--- src/rit_pkg.sv ---
// types, codes and constants shared by the repeat-init ignore table
// no dependencies
`timescale 1ns / 1ps

package rit_pkg;

    localparam int CNT_W = 7;
    localparam int THR_W = 6;
    localparam logic [THR_W-1:0] THR_RESET = 6'd10;

    typedef enum logic [1:0] {
        CMD_ROUND   = 2'd0,
        CMD_QUERY   = 2'd1,
        CMD_ATTEMPT = 2'd2,
        CMD_NONE    = 2'd3
    } t_cmd;

    typedef enum logic [2:0] {
        ST_IDLE,
        ST_SCAN,
        ST_SWEEP,
        ST_UPDATE,
        ST_DONE
    } t_state;

    typedef enum logic {
        OP_ROLL,
        OP_ATTEMPT
    } t_op;

    typedef struct packed {
        logic             cur;
        logic             prev;
        logic [CNT_W-1:0] count;
        logic             ignored;
    } t_marks;

    typedef struct packed {
        t_marks marks;
        logic   allowed;
        logic   newly;
        logic   keep;
    } t_alu_res;

    typedef struct packed {
        logic table_full;
        logic newly_ignored;
        logic good_for_init;
        logic init_allowed;
    } t_result;

endpackage

--- src/rit_mem.sv ---
// entry store: key and mark memories with registered read, valid bits in flops
// depends on rit_pkg
`timescale 1ns / 1ps

module rit_mem #(
    parameter int ENTRIES  = 16,
    parameter int KEY_BITS = 32
) (
    input  logic                       i_clk,
    input  logic                       i_rst_n,
    input  logic [$clog2(ENTRIES)-1:0] i_rd_addr,
    output logic [KEY_BITS-1:0]        o_rd_key,
    output rit_pkg::t_marks            o_rd_marks,
    output logic                       o_rd_valid,
    input  logic                       i_wr_en,
    input  logic [$clog2(ENTRIES)-1:0] i_wr_addr,
    input  logic [KEY_BITS-1:0]        i_wr_key,
    input  rit_pkg::t_marks            i_wr_marks,
    input  logic                       i_wr_valid
);
    import rit_pkg::*;

    logic [KEY_BITS-1:0] mem_key   [ENTRIES];
    t_marks              mem_marks [ENTRIES];
    logic [ENTRIES-1:0]  r_valid;
    logic [KEY_BITS-1:0] r_rd_key;
    t_marks              r_rd_marks;
    logic                r_rd_valid;

    always_ff @(posedge i_clk) begin
        if (i_wr_en) begin
            mem_key[i_wr_addr]   <= i_wr_key;
            mem_marks[i_wr_addr] <= i_wr_marks;
        end
        r_rd_key   <= mem_key[i_rd_addr];
        r_rd_marks <= mem_marks[i_rd_addr];
        r_rd_valid <= r_valid[i_rd_addr];
    end

    always_ff @(posedge i_clk) begin
        if (!i_rst_n) begin
            r_valid <= '0;
        end else if (i_wr_en) begin
            r_valid[i_wr_addr] <= i_wr_valid;
        end
    end

    assign o_rd_key   = r_rd_key;
    assign o_rd_marks = r_rd_marks;
    assign o_rd_valid = r_rd_valid;

endmodule

--- src/rit_alu.sv ---
// shared key compare and mark update unit, used for every entry visit
// depends on rit_pkg
`timescale 1ns / 1ps

module rit_alu #(
    parameter int KEY_BITS = 32
) (
    input  rit_pkg::t_op                 i_op,
    input  logic [KEY_BITS-1:0]          i_key_a,
    input  logic [KEY_BITS-1:0]          i_key_b,
    input  rit_pkg::t_marks              i_marks,
    input  logic [rit_pkg::THR_W-1:0]    i_thr,
    output logic                         o_match,
    output rit_pkg::t_alu_res            o_res
);
    import rit_pkg::*;

    logic [CNT_W-1:0] thr_ext;
    logic [CNT_W-1:0] cnt_inc;

    assign o_match = (i_key_a == i_key_b);
    assign thr_ext = {1'b0, i_thr};
    assign cnt_inc = i_marks.count + 1'b1;

    always_comb begin
        o_res         = '0;
        o_res.marks   = i_marks;
        o_res.keep    = 1'b1;
        case (i_op)
            OP_ROLL: begin
                o_res.marks.prev = i_marks.cur;
                o_res.marks.cur  = 1'b0;
                if (!i_marks.cur) begin
                    o_res.marks.count = '0;
                end
                // entries not seen last round are released unless ignored
                o_res.keep = i_marks.cur || i_marks.ignored;
            end
            OP_ATTEMPT: begin
                o_res.marks.cur = 1'b1;
                if (!i_marks.prev) begin
                    o_res.marks.count = '0;
                    o_res.allowed     = 1'b1;
                end else if (i_marks.count > thr_ext) begin
                    o_res.allowed = 1'b0;
                end else begin
                    o_res.marks.count = cnt_inc;
                    if (cnt_inc == thr_ext) begin
                        o_res.marks.ignored = 1'b1;
                        o_res.newly         = 1'b1;
                    end else begin
                        o_res.allowed = 1'b1;
                    end
                end
            end
            default: begin
                o_res = '0;
            end
        endcase
    end

endmodule

--- src/repeat_init_ignore_table.sv ---
// repeat-init ignore table top level: sequencer, threshold register, output register
// cmd 0 sweeps and cmd 1 and 2 scan every entry before o_m_axis_tvalid, one entry visited per
// cycle through the single table read port; cmd 3 goes straight to the result
// one request is worked at a time: tready is low while one is worked and while a result
// waits on a stalled output
// reset: synchronous, active low; clears all valid bits at once and sets threshold to 10
`timescale 1ns / 1ps

module repeat_init_ignore_table #(
    parameter int TABLE_ENTRIES = 16,
    parameter int KEY_BITS      = 32
) (
    input  logic                      i_clk,
    input  logic                      i_rst_n,
    input  logic                      i_s_axis_tvalid,
    output logic                      o_s_axis_tready,
    input  logic [39:0]               i_s_axis_tdata,  // cmd[1:0], device_key[33:2], zero pad
    output logic                      o_m_axis_tvalid,
    input  logic                      i_m_axis_tready,
    output logic [7:0]                o_m_axis_tdata,  // init_allowed, good_for_init,
                                                       // newly_ignored, table_full, zero pad
    input  logic                      i_cfg_we,
    input  logic [rit_pkg::THR_W-1:0] i_cfg_wdata
);
    import rit_pkg::*;

    localparam int IW = $clog2(TABLE_ENTRIES);
    localparam int CW = IW + 1;
    localparam logic [CW-1:0] IDX_END  = CW'(TABLE_ENTRIES);
    localparam logic [IW-1:0] LAST_IDX = IW'(TABLE_ENTRIES - 1);

    t_state              r_state, n_state;
    logic [THR_W-1:0]    r_thr;
    t_cmd                r_cmd, n_cmd;
    logic [KEY_BITS-1:0] r_key, n_key;
    logic [CW-1:0]       r_idx, n_idx;
    logic                r_pv, n_pv;
    logic [IW-1:0]       r_pidx, n_pidx;
    logic                r_found, n_found;
    logic [IW-1:0]       r_hit_idx, n_hit_idx;
    t_marks              r_hit_marks, n_hit_marks;
    logic                r_free_ok, n_free_ok;
    logic [IW-1:0]       r_free_idx, n_free_idx;
    t_result             r_res, n_res;
    logic                r_m_valid, n_m_valid;
    t_result             r_m_data, n_m_data;

    logic [63:0]         key_wide;
    logic [KEY_BITS-1:0] key_in;
    logic                accept;

    logic [IW-1:0]       rd_addr;
    logic [KEY_BITS-1:0] rd_key;
    t_marks              rd_marks;
    logic                rd_valid;
    logic                wr_en;
    logic [IW-1:0]       wr_addr;
    logic [KEY_BITS-1:0] wr_key;
    t_marks              wr_marks;
    logic                wr_valid;

    t_op                 alu_op;
    logic [KEY_BITS-1:0] alu_key_b;
    t_marks              alu_marks;
    logic                alu_match;
    t_alu_res            alu_res;

    assign key_wide = {32'd0, i_s_axis_tdata[33:2]};
    assign key_in   = key_wide[KEY_BITS-1:0];
    assign accept   = i_s_axis_tvalid && o_s_axis_tready;

    rit_mem #(
        .ENTRIES  (TABLE_ENTRIES),
        .KEY_BITS (KEY_BITS)
    ) u_mem (
        .i_clk      (i_clk),
        .i_rst_n    (i_rst_n),
        .i_rd_addr  (rd_addr),
        .o_rd_key   (rd_key),
        .o_rd_marks (rd_marks),
        .o_rd_valid (rd_valid),
        .i_wr_en    (wr_en),
        .i_wr_addr  (wr_addr),
        .i_wr_key   (wr_key),
        .i_wr_marks (wr_marks),
        .i_wr_valid (wr_valid)
    );

    rit_alu #(
        .KEY_BITS (KEY_BITS)
    ) u_alu (
        .i_op    (alu_op),
        .i_key_a (r_key),
        .i_key_b (alu_key_b),
        .i_marks (alu_marks),
        .i_thr   (r_thr),
        .o_match (alu_match),
        .o_res   (alu_res)
    );

    always_ff @(posedge i_clk) begin
        if (!i_rst_n) begin
            r_state   <= ST_IDLE;
            r_thr     <= THR_RESET;
            r_pv      <= 1'b0;
            r_m_valid <= 1'b0;
        end else begin
            r_state   <= n_state;
            r_pv      <= n_pv;
            r_m_valid <= n_m_valid;
            if (i_cfg_we) begin
                r_thr <= i_cfg_wdata;
            end
        end
    end

    always_ff @(posedge i_clk) begin
        r_cmd       <= n_cmd;
        r_key       <= n_key;
        r_idx       <= n_idx;
        r_pidx      <= n_pidx;
        r_found     <= n_found;
        r_hit_idx   <= n_hit_idx;
        r_hit_marks <= n_hit_marks;
        r_free_ok   <= n_free_ok;
        r_free_idx  <= n_free_idx;
        r_res       <= n_res;
        r_m_data    <= n_m_data;
    end

    always_comb begin
        n_state     = r_state;
        n_cmd       = r_cmd;
        n_key       = r_key;
        n_idx       = r_idx;
        n_pv        = 1'b0;
        n_pidx      = r_pidx;
        n_found     = r_found;
        n_hit_idx   = r_hit_idx;
        n_hit_marks = r_hit_marks;
        n_free_ok   = r_free_ok;
        n_free_idx  = r_free_idx;
        n_res       = r_res;
        n_m_valid   = r_m_valid && !i_m_axis_tready;
        n_m_data    = r_m_data;

        o_s_axis_tready = 1'b0;
        rd_addr   = r_idx[IW-1:0];
        wr_en     = 1'b0;
        wr_addr   = r_pidx;
        wr_key    = rd_key;
        wr_marks  = alu_res.marks;
        wr_valid  = alu_res.keep;
        alu_op    = OP_ATTEMPT;
        alu_key_b = rd_key;
        alu_marks = rd_marks;

        case (r_state)
            ST_IDLE: begin
                o_s_axis_tready = 1'b1;
                if (i_s_axis_tvalid) begin
                    n_cmd     = t_cmd'(i_s_axis_tdata[1:0]);
                    n_key     = key_in;
                    n_idx     = '0;
                    n_found   = 1'b0;
                    n_free_ok = 1'b0;
                    n_res     = '0;
                    case (t_cmd'(i_s_axis_tdata[1:0]))
                        CMD_ROUND:   n_state = ST_SWEEP;
                        CMD_QUERY:   n_state = ST_SCAN;
                        CMD_ATTEMPT: n_state = ST_SCAN;
                        default:     n_state = ST_DONE;
                    endcase
                end
            end
            ST_SCAN, ST_SWEEP: begin
                if (r_state == ST_SWEEP) begin
                    alu_op = OP_ROLL;
                end
                // issue one read a cycle, check it the cycle after
                if (r_idx != IDX_END) begin
                    n_idx  = r_idx + 1'b1;
                    n_pv   = 1'b1;
                    n_pidx = r_idx[IW-1:0];
                end
                if (r_pv) begin
                    if (r_state == ST_SCAN) begin
                        if (rd_valid && alu_match && !r_found) begin
                            n_found     = 1'b1;
                            n_hit_idx   = r_pidx;
                            n_hit_marks = rd_marks;
                        end
                        if (!rd_valid && !r_free_ok) begin
                            n_free_ok  = 1'b1;
                            n_free_idx = r_pidx;
                        end
                    end else if (rd_valid) begin
                        wr_en = 1'b1;
                    end
                    if (r_pidx == LAST_IDX) begin
                        n_pv    = 1'b0;
                        n_state = (r_state == ST_SCAN) ? ST_UPDATE : ST_DONE;
                    end
                end
            end
            ST_UPDATE: begin
                alu_op    = OP_ATTEMPT;
                alu_key_b = r_key;
                alu_marks = r_found ? r_hit_marks : t_marks'('0);
                if (r_cmd == CMD_QUERY) begin
                    n_res.good_for_init = !(r_found && r_hit_marks.ignored);
                end else if (!r_found && !r_free_ok) begin
                    // no room: allow without storing
                    n_res.init_allowed = 1'b1;
                    n_res.table_full   = 1'b1;
                end else begin
                    wr_en    = 1'b1;
                    wr_addr  = r_found ? r_hit_idx : r_free_idx;
                    wr_key   = r_key;
                    wr_valid = 1'b1;
                    n_res.init_allowed  = alu_res.allowed;
                    n_res.newly_ignored = alu_res.newly;
                end
                n_state = ST_DONE;
            end
            ST_DONE: begin
                if (!r_m_valid || i_m_axis_tready) begin
                    n_m_valid = 1'b1;
                    n_m_data  = r_res;
                    n_state   = ST_IDLE;
                end
            end
            default: begin
                n_state = ST_IDLE;
            end
        endcase
    end

    assign o_m_axis_tvalid = r_m_valid;
    assign o_m_axis_tdata  = {4'd0, r_m_data};

`ifndef SYNTHESIS
    a_newly_refused: assert property (@(posedge i_clk) disable iff (!i_rst_n)
        o_m_axis_tvalid |-> !(o_m_axis_tdata[2] && o_m_axis_tdata[0]))
        else $error("newly ignored request was allowed");

    a_full_allows: assert property (@(posedge i_clk) disable iff (!i_rst_n)
        (o_m_axis_tvalid && o_m_axis_tdata[3]) |-> o_m_axis_tdata[0])
        else $error("full table request not allowed");

    a_one_kind: assert property (@(posedge i_clk) disable iff (!i_rst_n)
        o_m_axis_tvalid |-> !(o_m_axis_tdata[1] && (o_m_axis_tdata[0] || o_m_axis_tdata[2])))
        else $error("query and attempt fields both set");

    a_busy_after_accept: assert property (@(posedge i_clk) disable iff (!i_rst_n)
        accept |=> !o_s_axis_tready)
        else $error("request taken while previous one in work");
`endif

endmodule
--- config.mk ---
export PLATFORM = sky130hd
export DESIGN_NAME = repeat_init_ignore_table
export DESIGN_NICKNAME = d
export VERILOG_FILES = /design/src/rit_pkg.sv /design/src/rit_mem.sv /design/src/rit_alu.sv /design/src/repeat_init_ignore_table.sv
export SDC_FILE = /design/constraint.sdc
export NUM_CORES = 1
export LEC_CHECK = 0
export BUFFER_PORTS_ARGS = -buffer_cell sky130_fd_sc_hd__buf_2
export CORE_MARGIN = 5
export CORE_UTILIZATION = 35
export CTS_BUF_LIST = sky130_fd_sc_hd__clkbuf_8
export DETAILED_ROUTE_END_ITERATION = 12
export MAX_ROUTING_LAYER = met4
export PLACE_DENSITY_LB_ADDON = 0.25
export SYNTH_ARGS = -nofsm -noshare
export SYNTH_HDL_FRONTEND = slang
export SYNTH_SLANG_ARGS = --single-unit
--- constraint.sdc ---
create_clock -name i_clk -period 4.4 [get_ports i_clk]
set_clock_uncertainty 0.2 [all_clocks]
set_input_delay 0.44 -clock i_clk [delete_from_list [all_inputs] [get_ports i_clk]]
set_output_delay 0.44 -clock i_clk [all_outputs]
set_load 0.01 [all_outputs]
==> impl_metrics.ini <==
[timing]
finalCritPeriodShare_pct = 88.1
drv_slew = 0
worstMarginPinSlew_ns = 1.16
slew_headroom_pct = 22.7
setup_viol = 0
post-route-min-period_ns = 3.88
hold_viol = 0
max_freq_mhz = 258
finalSetupTns_ns = 0
whs_ns = 0.186
rsz0062_at_grt = false

[yosys]
synth-seq-cells = 812
async_reset_ff_share_pct = 0
synthMuxAreaShare_pct = 16.5
synth_enable_flop_cells = 742
yosys.area.top_type_share_pct = 71.2
synth-xor-area-share_pct = 1.40
yosysMostFrequentCell = edfxtp_1
synth_cell_types = 53
synth_top_area_cell = edfxtp_1
syn_avg_cell_area_um2 = 20.7
yosys-top-cells-area = edfxtp_1 71%, mux4_2 15%, dfxtp_1 4.5%, nand2_1 1.7%, xnor2_1 1.3%
postSynthCellCount = 1514
synth-simple-area-share_pct = 3.58
synth_area_um2 = 31300
synthTopCellsByCount = 742 x edfxtp_1, 215 x mux4_2, 139 x nand2_1
synth_compound_area_share_pct = 1.24
synth_top_family_by_area = multiplexers
yosysWarnings = 0
synth_seq_area_share_pct = 75.7
synthAdderAreaFrac_pct = 0.400
synth_flop_cell = edfxtp_1

[die]
coreArea_um2 = 88500
start_util_pct = 35.3
dieWidth_um = 309
pin_count = 61
die_y_um = 309
num_rows = 109
die-area_um2 = 95500

[place]
io_buffers = 50
dp_hpwl_um = 38600
dpl.cell_count = 2725
gp_congestion = 0.821

[cells_and_area]
layout-drive-gt1-share_pct = 28.7
final_util_pct = 41.4
final_cell_count_no_fill = 3028
syn2layout_area_growth_pct = 17.1
fin_nets = 1817

[worst_setup_path]
worst-path-max-fanout = 18
worstPathArrival_ns = 4.06
critPathRequiredTime_ns = 4.58
path_class = flop to flop
worst_setup_path_start_kind = flop
worstSetupEndpointType = flop

[pwr]
leakagePower_uw = 0.0120
p_per_area_nw_per_um2 = 579
vdd_drop_max_mv = 0.302
power_uw = 21200

[global_routing]
grt_max_degree = 83
antenna_found_initial = 1
grt_use_total_pct = 16.0
grt_pass1_vias = 16400
grt_overflow = 0
grt_pass1_wl_um = 108000

[route]
drt_pass1_iterations = 5
via_count = 15400
wl_per_cell_um = 24.2
antenna_left = 0
drc = 0
vias_per_cell = 5.09
drt_iter0_drc = 1310
drt-total-wl_um = 73200

[clocking]
clockBufferDepth = 3
insertion_delay_ns = 0.76
cts.htree.levels = 4
numCtsBuffers = 137
clockRootBuffer = clkbuf_8
postCtsSetupBuffers = 0
cts_tree = done
cts_num_sinks = 812
path_clk_slew_ns = 0.06

[flow_run]
cap_violations = 0

[status]
run_status = finished, final reports clean

[worst_hold_path]
hp-class = primary input to flop
==> per-stage QoR <==
step | setup slack (ns) | area [um^2]
after floorplan | 0.281 | 31300
after global placement | 0.646 | 33500
after detailed placement | 0.490 | 33500
after CTS | 0.487 | 36600
after global routing | 0.169 | 36600
final | 0.522 | 36600
==> power by group <==
group / total, uW / switching [uW] / internal, uW / leakage, uW
clock network: 6210 / 2970 / 3240 / 0.00150
registers: 10200 / 319 / 9870 / 0.00730
logic: 4810 / 2760 / 2060 / 0.00320
==> logic make-up after synthesis <==
logic type / Yosys count
simple gates: 249
fa+ha+maj: 10
flops: 812
mux: 245
compound gates: 53
buf+inv: 94
other cells: 1
xor+xnor: 50
==> layout by cell type, fill, tap and decap left out, types with 4 or more instances in the layout <==
| master | instances |
|---|---|
| dfxtp_1 | 70 |
| inv_6 | 8 |
| nand3_1 | 20 |
| o21ai_0 | 5 |
| clkinv_1 | 14 |
| nor3_1 | 6 |
| nor2b_1 | 5 |
| clkbuf_8 | 148 |
| conb_1 | 4 |
| xor2_1 | 5 |
| nor2_1 | 19 |
| ha_1 | 10 |
| clkinv_2 | 10 |
| edfxtp_1 | 742 |
| buf_12 | 15 |
| buf_2 | 50 |
| and3_1 | 8 |
| mux2i_1 | 28 |
| clkinvlp_4 | 5 |
| nand2b_1 | 4 |
| nor2_4 | 17 |
| nand4_1 | 11 |
| inv_1 | 75 |
| a31oi_1 | 6 |
| o2bb2ai_1 | 4 |
| nor3b_1 | 5 |
| mux4_2 | 215 |
| buf_4 | 51 |
| o22ai_1 | 4 |
| dlygate4sd3_1 | 57 |
| nand2_1 | 139 |
| xnor2_1 | 45 |
| a21oi_1 | 9 |
==> critical path, stage by stage (launching register included) <==
cell and delay, ns:
dfxtp_1 0.37, nand3b_4 0.21, inv_2 0.10, buf_4 0.23, mux2i_2 0.26, ha_1 0.27
a21o_1 0.20, a2111oi_4 0.42, o21ai_2 0.15, o21a_1 0.21, a21oi_1 0.88
==> registers in the layout, indices dropped and copies added (netlist names) <==
| register | count |
|---|---|
| o_m_axis_tdata | 4 |
| o_m_axis_tvalid | 1 |
| r_cmd | 2 |
| r_found | 1 |
| r_free_idx | 4 |
| r_free_ok | 1 |
| r_hit_idx | 4 |
| r_hit_marks | 9 |
| r_idx | 5 |
| r_key | 32 |
| r_pidx | 4 |
| r_pv | 1 |
| r_res | 4 |
| r_state | 3 |
| r_thr | 6 |
| u_mem.mem_key | 512 |
| u_mem.mem_marks | 160 |
| u_mem.o_rd_key | 32 |
| u_mem.o_rd_marks | 10 |
| u_mem.o_rd_valid | 1 |
| u_mem.r_valid | 16 |
==> repair_timing <==
item                      CTS  global route
hold buffers               57             0
hold endpoints to repair   66             0
resized for setup           0             0
==> routing by layer <==
layer	global-route usage (%)	share of wire (%)	vias up
met1	21.2	44	8253
li1	-	-	6659
met2	25.5	49	422
met5	-	0	-
met4	4.52	1.7	0
met3	3.10	5.0	93
==> worst paths after layout <==
| path | cells past startpoint | startpoint | slack [ns] | end |
|---|---|---|---|---|
| min | 2 | i_s_axis_tdata[25] | 0.19 | r_key[23] |
| min reg2reg | 0 | r_res[0] | 0.24 | o_m_axis_tdata[0] |
| max reg2reg | 10 | r_state[0] | 0.52 | u_mem.mem_marks[4][1] |
| max | 10 | r_state[0] | 0.52 | u_mem.mem_marks[4][1] |
==> cell type report <==
| class | instances | area (um^2) |
|---|---|---|
| clock buffers | 148 | 2040 |
| fillers | 7736 | 51900 |
| repair buffers | 173 | 1500 |
| multi-input cells | 611 | 7380 |
| well taps | 1165 | 1460 |
| flip-flops and latches | 812 | 23700 |
| inverters | 21 | 78.8 |
| diodes | 1 | 2.50 |
| clock inverters | 97 | 503 |
Power figures use the tool's default switching activity.
